$ cat config.mk
export PLATFORM = sky130hd
export DESIGN_NAME = combined_lcg_shuffle_rng
export DESIGN_NICKNAME = d
export VERILOG_FILES = /design/src/design/clsr_pkg.sv /design/src/design/clsr_mulmod.sv /design/src/design/clsr_shuf_mem.sv /design/src/design/clsr_seq.sv /design/src/design/combined_lcg_shuffle_rng.sv
export SDC_FILE = /design/constraint.sdc
export NUM_CORES = 2
export LEC_CHECK = 0
export BUFFER_PORTS_ARGS = -buffer_cell sky130_fd_sc_hd__buf_2
export CORE_MARGIN = 2
export CORE_UTILIZATION = 60
export CTS_BUF_LIST = sky130_fd_sc_hd__clkbuf_2
export DETAILED_ROUTE_END_ITERATION = 10
export GPL_TIMING_DRIVEN = 0
export PLACE_DENSITY = 0.76
export SLEW_MARGIN = 5
export SYNTH_ARGS = -nofsm -noshare
export SYNTH_HDL_FRONTEND = slang
export SYNTH_HIERARCHICAL = 1
export SYNTH_SLANG_ARGS = --single-unit
export TNS_END_PERCENT = 20
$ cat constraint.sdc
create_clock -name clk_i -period 20.3 [get_ports clk_i]
set_input_delay 3.045 -clock clk_i [delete_from_list [all_inputs] [get_ports clk_i]]
set_output_delay 3.045 -clock clk_i [all_outputs]
set_load 0.01 [all_outputs]
$ cat src/design/clsr_pkg.sv
package clsr_pkg;

  // Generator constants.
  localparam logic [30:0] MOD_A      = 31'd2147483563;
  localparam logic [30:0] MOD_B      = 31'd2147483399;
  localparam logic [15:0] MUL_A      = 16'd40014;
  localparam logic [15:0] MUL_B      = 16'd40692;
  // 2^31 is congruent to these values modulo MOD_A and MOD_B.
  localparam logic [7:0]  FOLD_A     = 8'd85;
  localparam logic [7:0]  FOLD_B     = 8'd249;
  localparam logic [30:0] MIX_TOP    = 31'd2147483562;
  localparam logic [30:0] SEED_A_RST = 31'd1;
  localparam logic [30:0] SEED_B_RST = 31'd123456789;
  localparam logic [23:0] FRAC_MAX   = 24'd16777214;

  // Microprogram addressing.
  localparam int unsigned PC_W = 4;
  localparam logic [PC_W-1:0] P_IDLE = 4'd0;
  localparam logic [PC_W-1:0] P_DRAW = 4'd1;
  localparam logic [PC_W-1:0] P_DIV  = 4'd2;
  localparam logic [PC_W-1:0] P_RDT  = 4'd3;
  localparam logic [PC_W-1:0] P_RDA  = 4'd4;
  localparam logic [PC_W-1:0] P_RDB  = 4'd5;
  localparam logic [PC_W-1:0] P_MIX  = 4'd6;
  localparam logic [PC_W-1:0] P_OUT  = 4'd7;
  localparam logic [PC_W-1:0] P_SEED = 4'd8;
  localparam logic [PC_W-1:0] P_WMUL = 4'd9;
  localparam logic [PC_W-1:0] P_WRED = 4'd10;
  localparam logic [PC_W-1:0] P_WWR  = 4'd11;
  localparam logic [PC_W-1:0] P_WEND = 4'd12;

  // Sequencer branch kinds.
  typedef enum logic [2:0] {
    J_NEXT,   // fall through
    J_START,  // wait for an input transfer, branch to target on reseed
    J_LOOP,   // branch to target while the step counter is not zero
    J_WAIT,   // hold while the output register is full, then branch
    J_GOTO    // unconditional branch
  } jmp_e;

  // One control word of the microprogram.
  typedef struct packed {
    logic            seed_ld;
    logic            mul_en;
    logic            mul_b;
    logic            red_a;
    logic            red_b;
    logic            warm_wr;
    logic            mix_from_a;
    logic            div_ld;
    logic            div_step;
    logic            cnt_dec;
    logic            tab_rd;
    logic            mix_upd;
    logic            out_ld;
    jmp_e            jmp;
    logic [PC_W-1:0] tgt;
  } uword_t;

  // Status that steers the sequencer.
  typedef struct packed {
    logic in_valid;
    logic in_func;
    logic cnt_nz;
    logic out_busy;
  } seq_stat_t;

  // Program store.
  function automatic uword_t ucode(logic [PC_W-1:0] pc);
    uword_t w;
    w = '0;
    w.jmp = J_NEXT;
    case (pc)
      P_IDLE: begin
        w.jmp = J_START;
        w.tgt = P_SEED;
      end
      P_DRAW: begin
        w.div_ld = 1'b1;
      end
      P_DIV: begin
        w.div_step = 1'b1;
      end
      P_RDT: begin
        w.tab_rd = 1'b1;
        w.mul_en = 1'b1;
      end
      P_RDA: begin
        w.red_a  = 1'b1;
        w.mul_en = 1'b1;
        w.mul_b  = 1'b1;
      end
      P_RDB: begin
        w.red_b = 1'b1;
      end
      P_MIX: begin
        w.mix_upd = 1'b1;
      end
      P_OUT: begin
        w.out_ld = 1'b1;
        w.jmp    = J_WAIT;
        w.tgt    = P_IDLE;
      end
      P_SEED: begin
        w.seed_ld = 1'b1;
      end
      P_WMUL: begin
        w.mul_en = 1'b1;
      end
      P_WRED: begin
        w.red_a = 1'b1;
      end
      P_WWR: begin
        w.warm_wr = 1'b1;
        w.cnt_dec = 1'b1;
        w.jmp     = J_LOOP;
        w.tgt     = P_WMUL;
      end
      P_WEND: begin
        w.mix_from_a = 1'b1;
        w.jmp        = J_GOTO;
        w.tgt        = P_DRAW;
      end
      default: begin
        w.jmp = J_GOTO;
        w.tgt = P_IDLE;
      end
    endcase
    return w;
  endfunction

endpackage

$ cat src/design/clsr_mulmod.sv
module clsr_mulmod (
  input  logic        clk_i,
  input  logic        mul_en_i,
  input  logic        mul_b_i,
  input  logic [30:0] opnd_i,
  input  logic        red_b_i,
  output logic [30:0] res_o
);

  logic [46:0] prod_q;
  logic [46:0] prod_d;
  logic [15:0] mulc;
  logic [15:0] hi;
  logic [7:0]  fold_k;
  logic [23:0] hi_k;
  logic [31:0] fold;
  logic [31:0] modv;
  logic [31:0] res;

  // Product of the generator value and its multiplier.
  assign mulc   = mul_b_i ? clsr_pkg::MUL_B : clsr_pkg::MUL_A;
  assign prod_d = opnd_i * mulc;

  always_ff @(posedge clk_i) begin
    if (mul_en_i) begin
      prod_q <= prod_d;
    end
  end

  // Fold the bits above 2^31 back in; the sum stays below twice the modulus.
  assign hi     = prod_q[46:31];
  assign fold_k = red_b_i ? clsr_pkg::FOLD_B : clsr_pkg::FOLD_A;
  assign hi_k   = hi * fold_k;
  assign fold   = {1'b0, prod_q[30:0]} + {8'd0, hi_k};
  assign modv   = red_b_i ? {1'b0, clsr_pkg::MOD_B} : {1'b0, clsr_pkg::MOD_A};
  assign res    = (fold >= modv) ? (fold - modv) : fold;
  assign res_o  = res[30:0];

endmodule

$ cat src/design/clsr_shuf_mem.sv
module clsr_shuf_mem #(
  parameter int unsigned DEPTH = 32,
  parameter int unsigned IW    = 5
) (
  input  logic          clk_i,
  input  logic          rst_ni,
  input  logic          wr_en_i,
  input  logic [IW-1:0] wr_addr_i,
  input  logic [30:0]   wr_data_i,
  input  logic          rd_en_i,
  input  logic [IW-1:0] rd_addr_i,
  output logic [30:0]   rd_data_o
);

  logic [30:0]      mem [DEPTH];
  logic [DEPTH-1:0] vld_q;
  logic [30:0]      rd_q;
  logic             rd_vld_q;

  // Storage with a registered read port.
  always_ff @(posedge clk_i) begin
    if (wr_en_i) begin
      mem[wr_addr_i] <= wr_data_i;
    end
    if (rd_en_i) begin
      rd_q <= mem[rd_addr_i];
    end
  end

  // Entry valid bits; an entry never written reads as zero.
  always_ff @(posedge clk_i or negedge rst_ni) begin
    if (!rst_ni) begin
      vld_q    <= '0;
      rd_vld_q <= 1'b0;
    end else begin
      if (wr_en_i) begin
        vld_q[wr_addr_i] <= 1'b1;
      end
      if (rd_en_i) begin
        rd_vld_q <= vld_q[rd_addr_i];
      end
    end
  end

  assign rd_data_o = rd_vld_q ? rd_q : '0;

endmodule

$ cat src/design/clsr_seq.sv
module clsr_seq (
  input  logic                clk_i,
  input  logic                rst_ni,
  input  clsr_pkg::seq_stat_t stat_i,
  output clsr_pkg::uword_t    uw_o,
  output logic                in_ready_o
);

  logic [clsr_pkg::PC_W-1:0] pc_q;
  logic [clsr_pkg::PC_W-1:0] pc_d;
  logic [clsr_pkg::PC_W-1:0] pc_inc;
  clsr_pkg::uword_t          uw;

  assign uw         = clsr_pkg::ucode(pc_q);
  assign uw_o       = uw;
  assign in_ready_o = (uw.jmp == clsr_pkg::J_START);
  assign pc_inc     = pc_q + 1'b1;

  // Next step address.
  always_comb begin
    pc_d = pc_q;
    case (uw.jmp)
      clsr_pkg::J_NEXT: begin
        pc_d = pc_inc;
      end
      clsr_pkg::J_START: begin
        if (stat_i.in_valid) begin
          pc_d = stat_i.in_func ? uw.tgt : pc_inc;
        end
      end
      clsr_pkg::J_LOOP: begin
        pc_d = stat_i.cnt_nz ? uw.tgt : pc_inc;
      end
      clsr_pkg::J_WAIT: begin
        pc_d = stat_i.out_busy ? pc_q : uw.tgt;
      end
      clsr_pkg::J_GOTO: begin
        pc_d = uw.tgt;
      end
      default: begin
        pc_d = clsr_pkg::P_IDLE;
      end
    endcase
  end

  always_ff @(posedge clk_i or negedge rst_ni) begin
    if (!rst_ni) begin
      pc_q <= clsr_pkg::P_IDLE;
    end else begin
      pc_q <= pc_d;
    end
  end

endmodule

$ cat src/design/combined_lcg_shuffle_rng.sv
// Draw: after the input transfer come the two-step table index estimate, the table read, the
// generator steps on the shared multiplier, the table update and the load of the result.
// Reseed: the seed load and the warm-up steps, which fill the shuffle table, come before the draw.
// One item is in work at a time; a new item is taken while a result waits in the output register.
// Reset (asynchronous, active low) sets the generators to 1 and 123456789, the previous
// combined value to 0 and every shuffle entry to zero.
module combined_lcg_shuffle_rng #(
  parameter int unsigned TABLE_DEPTH = 32
) (
  input  logic        clk_i,
  input  logic        rst_ni,
  input  logic        s_axis_tvalid_i,
  output logic        s_axis_tready_o,
  input  logic [31:0] s_axis_tdata_i,   // [30:0] seed, [31] zero
  input  logic        s_axis_tuser_i,   // [0] func
  output logic        m_axis_tvalid_o,
  input  logic        m_axis_tready_i,
  output logic [55:0] m_axis_tdata_o    // [30:0] raw_value, [54:31] unit_fraction, [55] zero
);

  localparam int unsigned IW = (TABLE_DEPTH > 1) ? $clog2(TABLE_DEPTH) : 1;
  localparam int unsigned QW = $clog2(TABLE_DEPTH) + 1;
  localparam int unsigned CW = $clog2(TABLE_DEPTH + 8);
  localparam int unsigned SEL_DIV = 1 + clsr_pkg::MIX_TOP / TABLE_DEPTH;
  // floor(2^31 / SEL_DIV); the product estimate is then exact or one short.
  localparam logic [QW-1:0] SEL_RCP   = QW'((64'd1 << 31) / SEL_DIV);
  localparam logic [30:0]   SEL_DIV_W = 31'(SEL_DIV);
  localparam logic [CW-1:0] WARM_CNT  = CW'(TABLE_DEPTH + 7);

  clsr_pkg::uword_t    uw;
  clsr_pkg::seq_stat_t stat;
  logic                in_acc;
  logic                out_busy;
  logic                out_ld;

  logic [30:0]   a_q, b_q, mix_q, seed_q;
  logic [30:0]   a_d, b_d, mix_d;
  logic [CW-1:0] cnt_q, cnt_d;
  logic [QW-1:0] quo_q, quo_d;
  logic [IW-1:0] idx_q, idx_sel;
  logic          out_vld_q;
  logic [30:0]   out_raw_q;
  logic [23:0]   out_frac_q;

  logic [30:0]      red;
  logic [30:0]      entry;
  logic [31:0]      raw;
  logic [30+QW:0]   est_prod;
  logic [QW-1:0]    quo_est;
  logic [QW-1:0]    quo_inc;
  logic [30+QW:0]   chk_prod;
  logic             quo_fix;
  logic             tab_wr;
  logic [IW-1:0]    tab_waddr;
  logic [23:0]      q0;
  logic [24:0]      q1, q;
  logic [31:0]      q1_k;
  logic [55:0]      lhs, rhs;
  logic [23:0]      frac;

  // Control sequencer.
  assign stat.in_valid = s_axis_tvalid_i;
  assign stat.in_func  = s_axis_tuser_i;
  assign stat.cnt_nz   = (cnt_q != '0);
  assign stat.out_busy = out_busy;

  clsr_seq u_seq (
    .clk_i      (clk_i),
    .rst_ni     (rst_ni),
    .stat_i     (stat),
    .uw_o       (uw),
    .in_ready_o (s_axis_tready_o)
  );

  assign in_acc   = s_axis_tvalid_i & s_axis_tready_o;
  assign out_busy = out_vld_q & ~m_axis_tready_i;
  assign out_ld   = uw.out_ld & ~out_busy;

  // Shared modular multiplier.
  clsr_mulmod u_mulmod (
    .clk_i    (clk_i),
    .mul_en_i (uw.mul_en),
    .mul_b_i  (uw.mul_b),
    .opnd_i   (uw.mul_b ? b_q : a_q),
    .red_b_i  (uw.red_b),
    .res_o    (red)
  );

  // Shuffle table: warm-up fill or replacement of the selected entry.
  assign tab_wr    = (uw.warm_wr & (cnt_q < CW'(TABLE_DEPTH))) | uw.mix_upd;
  assign tab_waddr = uw.mix_upd ? idx_q : cnt_q[IW-1:0];

  clsr_shuf_mem #(
    .DEPTH (TABLE_DEPTH),
    .IW    (IW)
  ) u_mem (
    .clk_i     (clk_i),
    .rst_ni    (rst_ni),
    .wr_en_i   (tab_wr),
    .wr_addr_i (tab_waddr),
    .wr_data_i (a_q),
    .rd_en_i   (uw.tab_rd),
    .rd_addr_i (idx_sel),
    .rd_data_o (entry)
  );

  // Table index: a reciprocal estimate in one step, then a single upward correction.
  assign est_prod = mix_q * SEL_RCP;
  assign quo_est  = est_prod[30+QW:31];
  assign quo_inc  = quo_q + 1'b1;
  assign chk_prod = quo_inc * SEL_DIV_W;
  assign quo_fix  = (chk_prod <= {{QW{1'b0}}, mix_q});
  assign quo_d    = uw.div_ld ? quo_est : (quo_fix ? quo_inc : quo_q);

  // Clamp the selector to the last entry.
  assign idx_sel = (quo_q >= QW'(TABLE_DEPTH)) ? IW'(TABLE_DEPTH - 1) : quo_q[IW-1:0];

  // Step counter for the warm-up.
  always_comb begin
    cnt_d = cnt_q;
    if (uw.seed_ld) begin
      cnt_d = WARM_CNT;
    end else if (uw.cnt_dec) begin
      cnt_d = cnt_q - 1'b1;
    end
  end

  // Combine the selected entry with the second generator, wrapping into range.
  assign raw = (entry > b_q) ? ({1'b0, entry} - {1'b0, b_q})
                             : ({1'b0, entry} + {1'b0, clsr_pkg::MIX_TOP} - {1'b0, b_q});

  // Generator and combined value updates.
  always_comb begin
    a_d   = a_q;
    b_d   = b_q;
    mix_d = mix_q;
    if (uw.seed_ld) begin
      a_d = seed_q;
      b_d = seed_q;
    end
    if (uw.red_a) begin
      a_d = red;
    end
    if (uw.red_b) begin
      b_d = red;
    end
    if (uw.mix_from_a) begin
      mix_d = a_q;
    end
    if (uw.mix_upd) begin
      mix_d = raw[30:0];
    end
  end

  // Q0.24 fraction: the quotient is y>>7 or one more; a single compare decides.
  assign q0   = mix_q[30:7];
  assign q1   = {1'b0, q0} + 25'd1;
  assign q1_k = q1 * 7'd85;
  assign lhs  = {1'b0, mix_q, 24'd0} + {24'd0, q1_k};
  assign rhs  = {q1, 31'd0};
  assign q    = (lhs >= rhs) ? q1 : {1'b0, q0};
  assign frac = (q >= {1'b0, clsr_pkg::FRAC_MAX}) ? clsr_pkg::FRAC_MAX : q[23:0];

  // State with defined reset values.
  always_ff @(posedge clk_i or negedge rst_ni) begin
    if (!rst_ni) begin
      a_q       <= clsr_pkg::SEED_A_RST;
      b_q       <= clsr_pkg::SEED_B_RST;
      mix_q     <= '0;
      out_vld_q <= 1'b0;
    end else begin
      a_q   <= a_d;
      b_q   <= b_d;
      mix_q <= mix_d;
      if (out_ld) begin
        out_vld_q <= 1'b1;
      end else if (m_axis_tready_i) begin
        out_vld_q <= 1'b0;
      end
    end
  end

  // Working registers without reset.
  always_ff @(posedge clk_i) begin
    if (in_acc) begin
      seed_q <= (s_axis_tdata_i[30:0] == '0) ? 31'd1 : s_axis_tdata_i[30:0];
    end
    cnt_q <= cnt_d;
    if (uw.div_ld || uw.div_step) begin
      quo_q <= quo_d;
    end
    if (uw.tab_rd) begin
      idx_q <= idx_sel;
    end
    if (out_ld) begin
      out_raw_q  <= mix_q;
      out_frac_q <= frac;
    end
  end

  assign m_axis_tvalid_o = out_vld_q;
  assign m_axis_tdata_o  = {1'b0, out_frac_q, out_raw_q};

endmodule
==> results.md <==
- The run finished with clean final reports.
- In the final routed layout, each cell accounts on average for 25.9 µm.
- The cell count after synthesis came out at 5815.
- In this run the worst hold path is classified as reg2reg.
- Leaving out fill and tap cells, the most frequent cell in the layout is sky130_fd_sc_hd__edfxtp_1.
- The average vias per placed instance is 6.14.
- Based on the critical path, the design can be clocked at up to 0.0750 GHz.
- The capturing point of the worst reg2reg path is out_frac_q[0]$_SDFFCE_PP0P_.
- The total clock buffers created by CTS is 322.
- Clock-pin slew was measured on the worst setup and hold paths at 0.10 ns.
- The fill cell instance count of the final layout is 9468.
- The worst setup slack for register-to-register paths is 6.96 ns.
- The initial utilization of the core area, before any placement, comes to 0.607.
- The worst register-to-register path begins at mix_q[9]$_DFFE_PN0P_.
- The worst hold path was traced through 0 stages.
- The required time reported for the critical path endpoint is 21.54 ns.
- The number of cell instances on the worst register-to-register path is 42.
- The total number of clock tree sinks is 1303.
- The final hold violation count is 0.
- Entering global routing, the biggest net connects 78 pins.
- The arrival time at the worst endpoint is 14.58 ns.
- The max-slew violation count was 0.
- The largest stage delay on the critical path is 0.97 ns.
- The post-CTS repair timing setup buffer count is 0.
- The worst path in the final design needs a cycle of 13.34 ns, including I/O delays and setup.
- The initial antenna violation count came to 8.
- The global routing usage summed across all routing layers is 0.321.
- The core box area is 130000 µm².
- The start point of the worst min-delay path is mix_q[5]$_DFFE_PN0P_.
- The residual overflow from global routing is 0.
- The count of hold buffers inserted by post-cts repair is 0.
- The number of max-cap violations is 0.
- The slew at the pin with the worst max-slew slack is 1.32 ns.
- Of the cells placed in the final design, the portion with a size suffix greater than 1 is 0.191.
- The first global-routing pass estimated 318 mm of wire.
- The peak fanout along the critical path is 10.
- The die extent in x is 366 µm.
- With fillers left out, the area of the finished cells amounts to 85200 µm².
- TritonCTS built the clock tree.
- In the finished design, the share of the clock period the worst path needs comes to 0.657.
- The iteration-0 DRC count of the detailed router is 5426.
- The number of nets in the synthesized netlist is 6802.
- The post-synthesis instance area is 78700 µm².
- Clock tree synthesis selected as its root buffer the cell sky130_fd_sc_hd__clkbuf_2.
- For this run, the post-layout net count is 7254.
- Detailed placement finished with a half-perimeter wire length of 157 mm.
- For this run, the number of Yosys warnings is 6.
- The floorplan has 132 rows.
- The H-tree was split into 5 levels.
- The worst hold path terminates at out_raw_q[5]$_DFFE_PP_.
- The number of routed nets with antenna violations is 0.
- The number of setup violations in the final report is 0.
- The post-route setup TNS is 0 ns.
- The via count is 50512.
- The number of design rule violations left after detail routing is 0.
- The kind of start point of the critical path is a register.
- Summing all placed instances gives a cell area of 82500 µm².
- Post-CTS repair changed the size of 0 cells.
- The library cells used most frequently in the layout, excluding fill and tap cells, are sky130_fd_sc_hd__edfxtp_1, sky130_fd_sc_hd__inv_1, sky130_fd_sc_hd__ha_1.
- The worst setup path is captured at a register.
- The clock passes through at most 4 buffers.
- Setup repair after global routing left no endpoint under its margin.
- The remaining max-slew budget at the tightest pin is 0.119.
- The final clock skew is 0.182 ns.
- The worst setup path is of the reg2reg kind.
- For this design the top-level I/O count stands at 95.
- The total die area is 134000 µm².
- In this run the tool buffered the top-level ports with 92 buffer cells.
- The synthesized area per cell is 13.5 µm².
- The first detailed-routing pass ran for 8 iterations.
- For the worst-skew pair, the clock arrives at the later sink with an insertion delay of 1.62 ns.
- The via count of the first global-routing pass is 51984.
- Among all stages on the critical path, the largest delay is contributed by sky130_fd_sc_hd__nor4_1.
- For this block, the routed nets add up to 213 mm of wire.
- Compared with the post-synthesis result, the final layout area differs by 8.21%.
- The die boundary height is 366 µm.
- Routability-driven placement finished with a final weighted congestion of 0.985.
[layout make-up]
type | instances | area [µm²] | area share
buffer | 223 | 993 | 0.0117
timing repair buffer | 128 | 1290 | 0.0152
antenna | 5 | 12.5 | 0.000147
multi-input combinational | 3439 | 36400 | 0.427
clock buffer | 467 | 2340 | 0.0274
inverter | 850 | 3190 | 0.0374
tap | 1742 | 2180 | 0.0256
clock inverter | 67 | 347 | 0.00407
sequential | 1303 | 38500 | 0.451
[sequential cells by signal, summed over array words and instances, names as in the netlist, 24 cells and up]
register         count
u_mem/mem          992
u_mulmod/prod_q     46
u_mem/vld_q         32
a_q                 31
b_q                 31
mix_q               31
out_raw_q           31
seed_q              31
u_mem/rd_q          31
out_frac_q          24
[worst max-delay path by stage]
| stage | start | end | slack, ns |
|---|---|---|---|
| floorplan | mix_q[9]$_DFFE_PN0P_ | out_frac_q[0]$_SDFFCE_PP0P_ | 10.92 |
| global placement | mix_q[9]$_DFFE_PN0P_ | out_frac_q[0]$_SDFFCE_PP0P_ | 7.20 |
| detailed placement | mix_q[9]$_DFFE_PN0P_ | out_frac_q[0]$_SDFFCE_PP0P_ | 7.33 |
| CTS | mix_q[9]$_DFFE_PN0P_ | out_frac_q[0]$_SDFFCE_PP0P_ | 7.26 |
| global route | mix_q[9]$_DFFE_PN0P_ | out_frac_q[0]$_SDFFCE_PP0P_ | 6.38 |
| finish | mix_q[9]$_DFFE_PN0P_ | out_frac_q[0]$_SDFFCE_PP0P_ | 6.96 |
[per-stage QoR]
stage / utilization / cells / setup WS, ns / hold slack (ns)
after detailed placement: 0.635 / 7685 / 7.33 / 0.432
after global routing: 0.656 / 8220 / 6.38 / 0.472
after CTS: 0.656 / 8219 / 7.26 / 0.459
after global placement: 0.627 / 7649 / 7.20 / 0.430
after floorplan: - / 5815 / 10.92 / 0.423
final: 0.656 / 8224 / 6.96 / 0.455
[metal layers]
layer | up-vias | GRT usage | share of wire
li1 | 22015 | - | -
met1 | 25388 | 0.421 | 0.38
met2 | 2588 | 0.516 | 0.47
met3 | 519 | 0.0695 | 0.093
met4 | 2 | 0.151 | 0.050
met5 | - | 0 | 0.000061
[worst max-delay path, delay by kind of cell, from the launching register on]
| kind | cells | cell delay [ns] |
|---|---|---|
| buffers and inverters | 7 | 1.49 |
| xor gates and xnor gates | 2 | 0.50 |
| DFF | 1 | 0.54 |
| adders and majority gates | 6 | 2.31 |
| and+or+nand+nor | 15 | 5.26 |
| AOI/OAI and AO/OA | 12 | 2.96 |
Power is not shown: default switching activity piles up to over one toggle a cycle in this logic, so the estimate is an artifact.
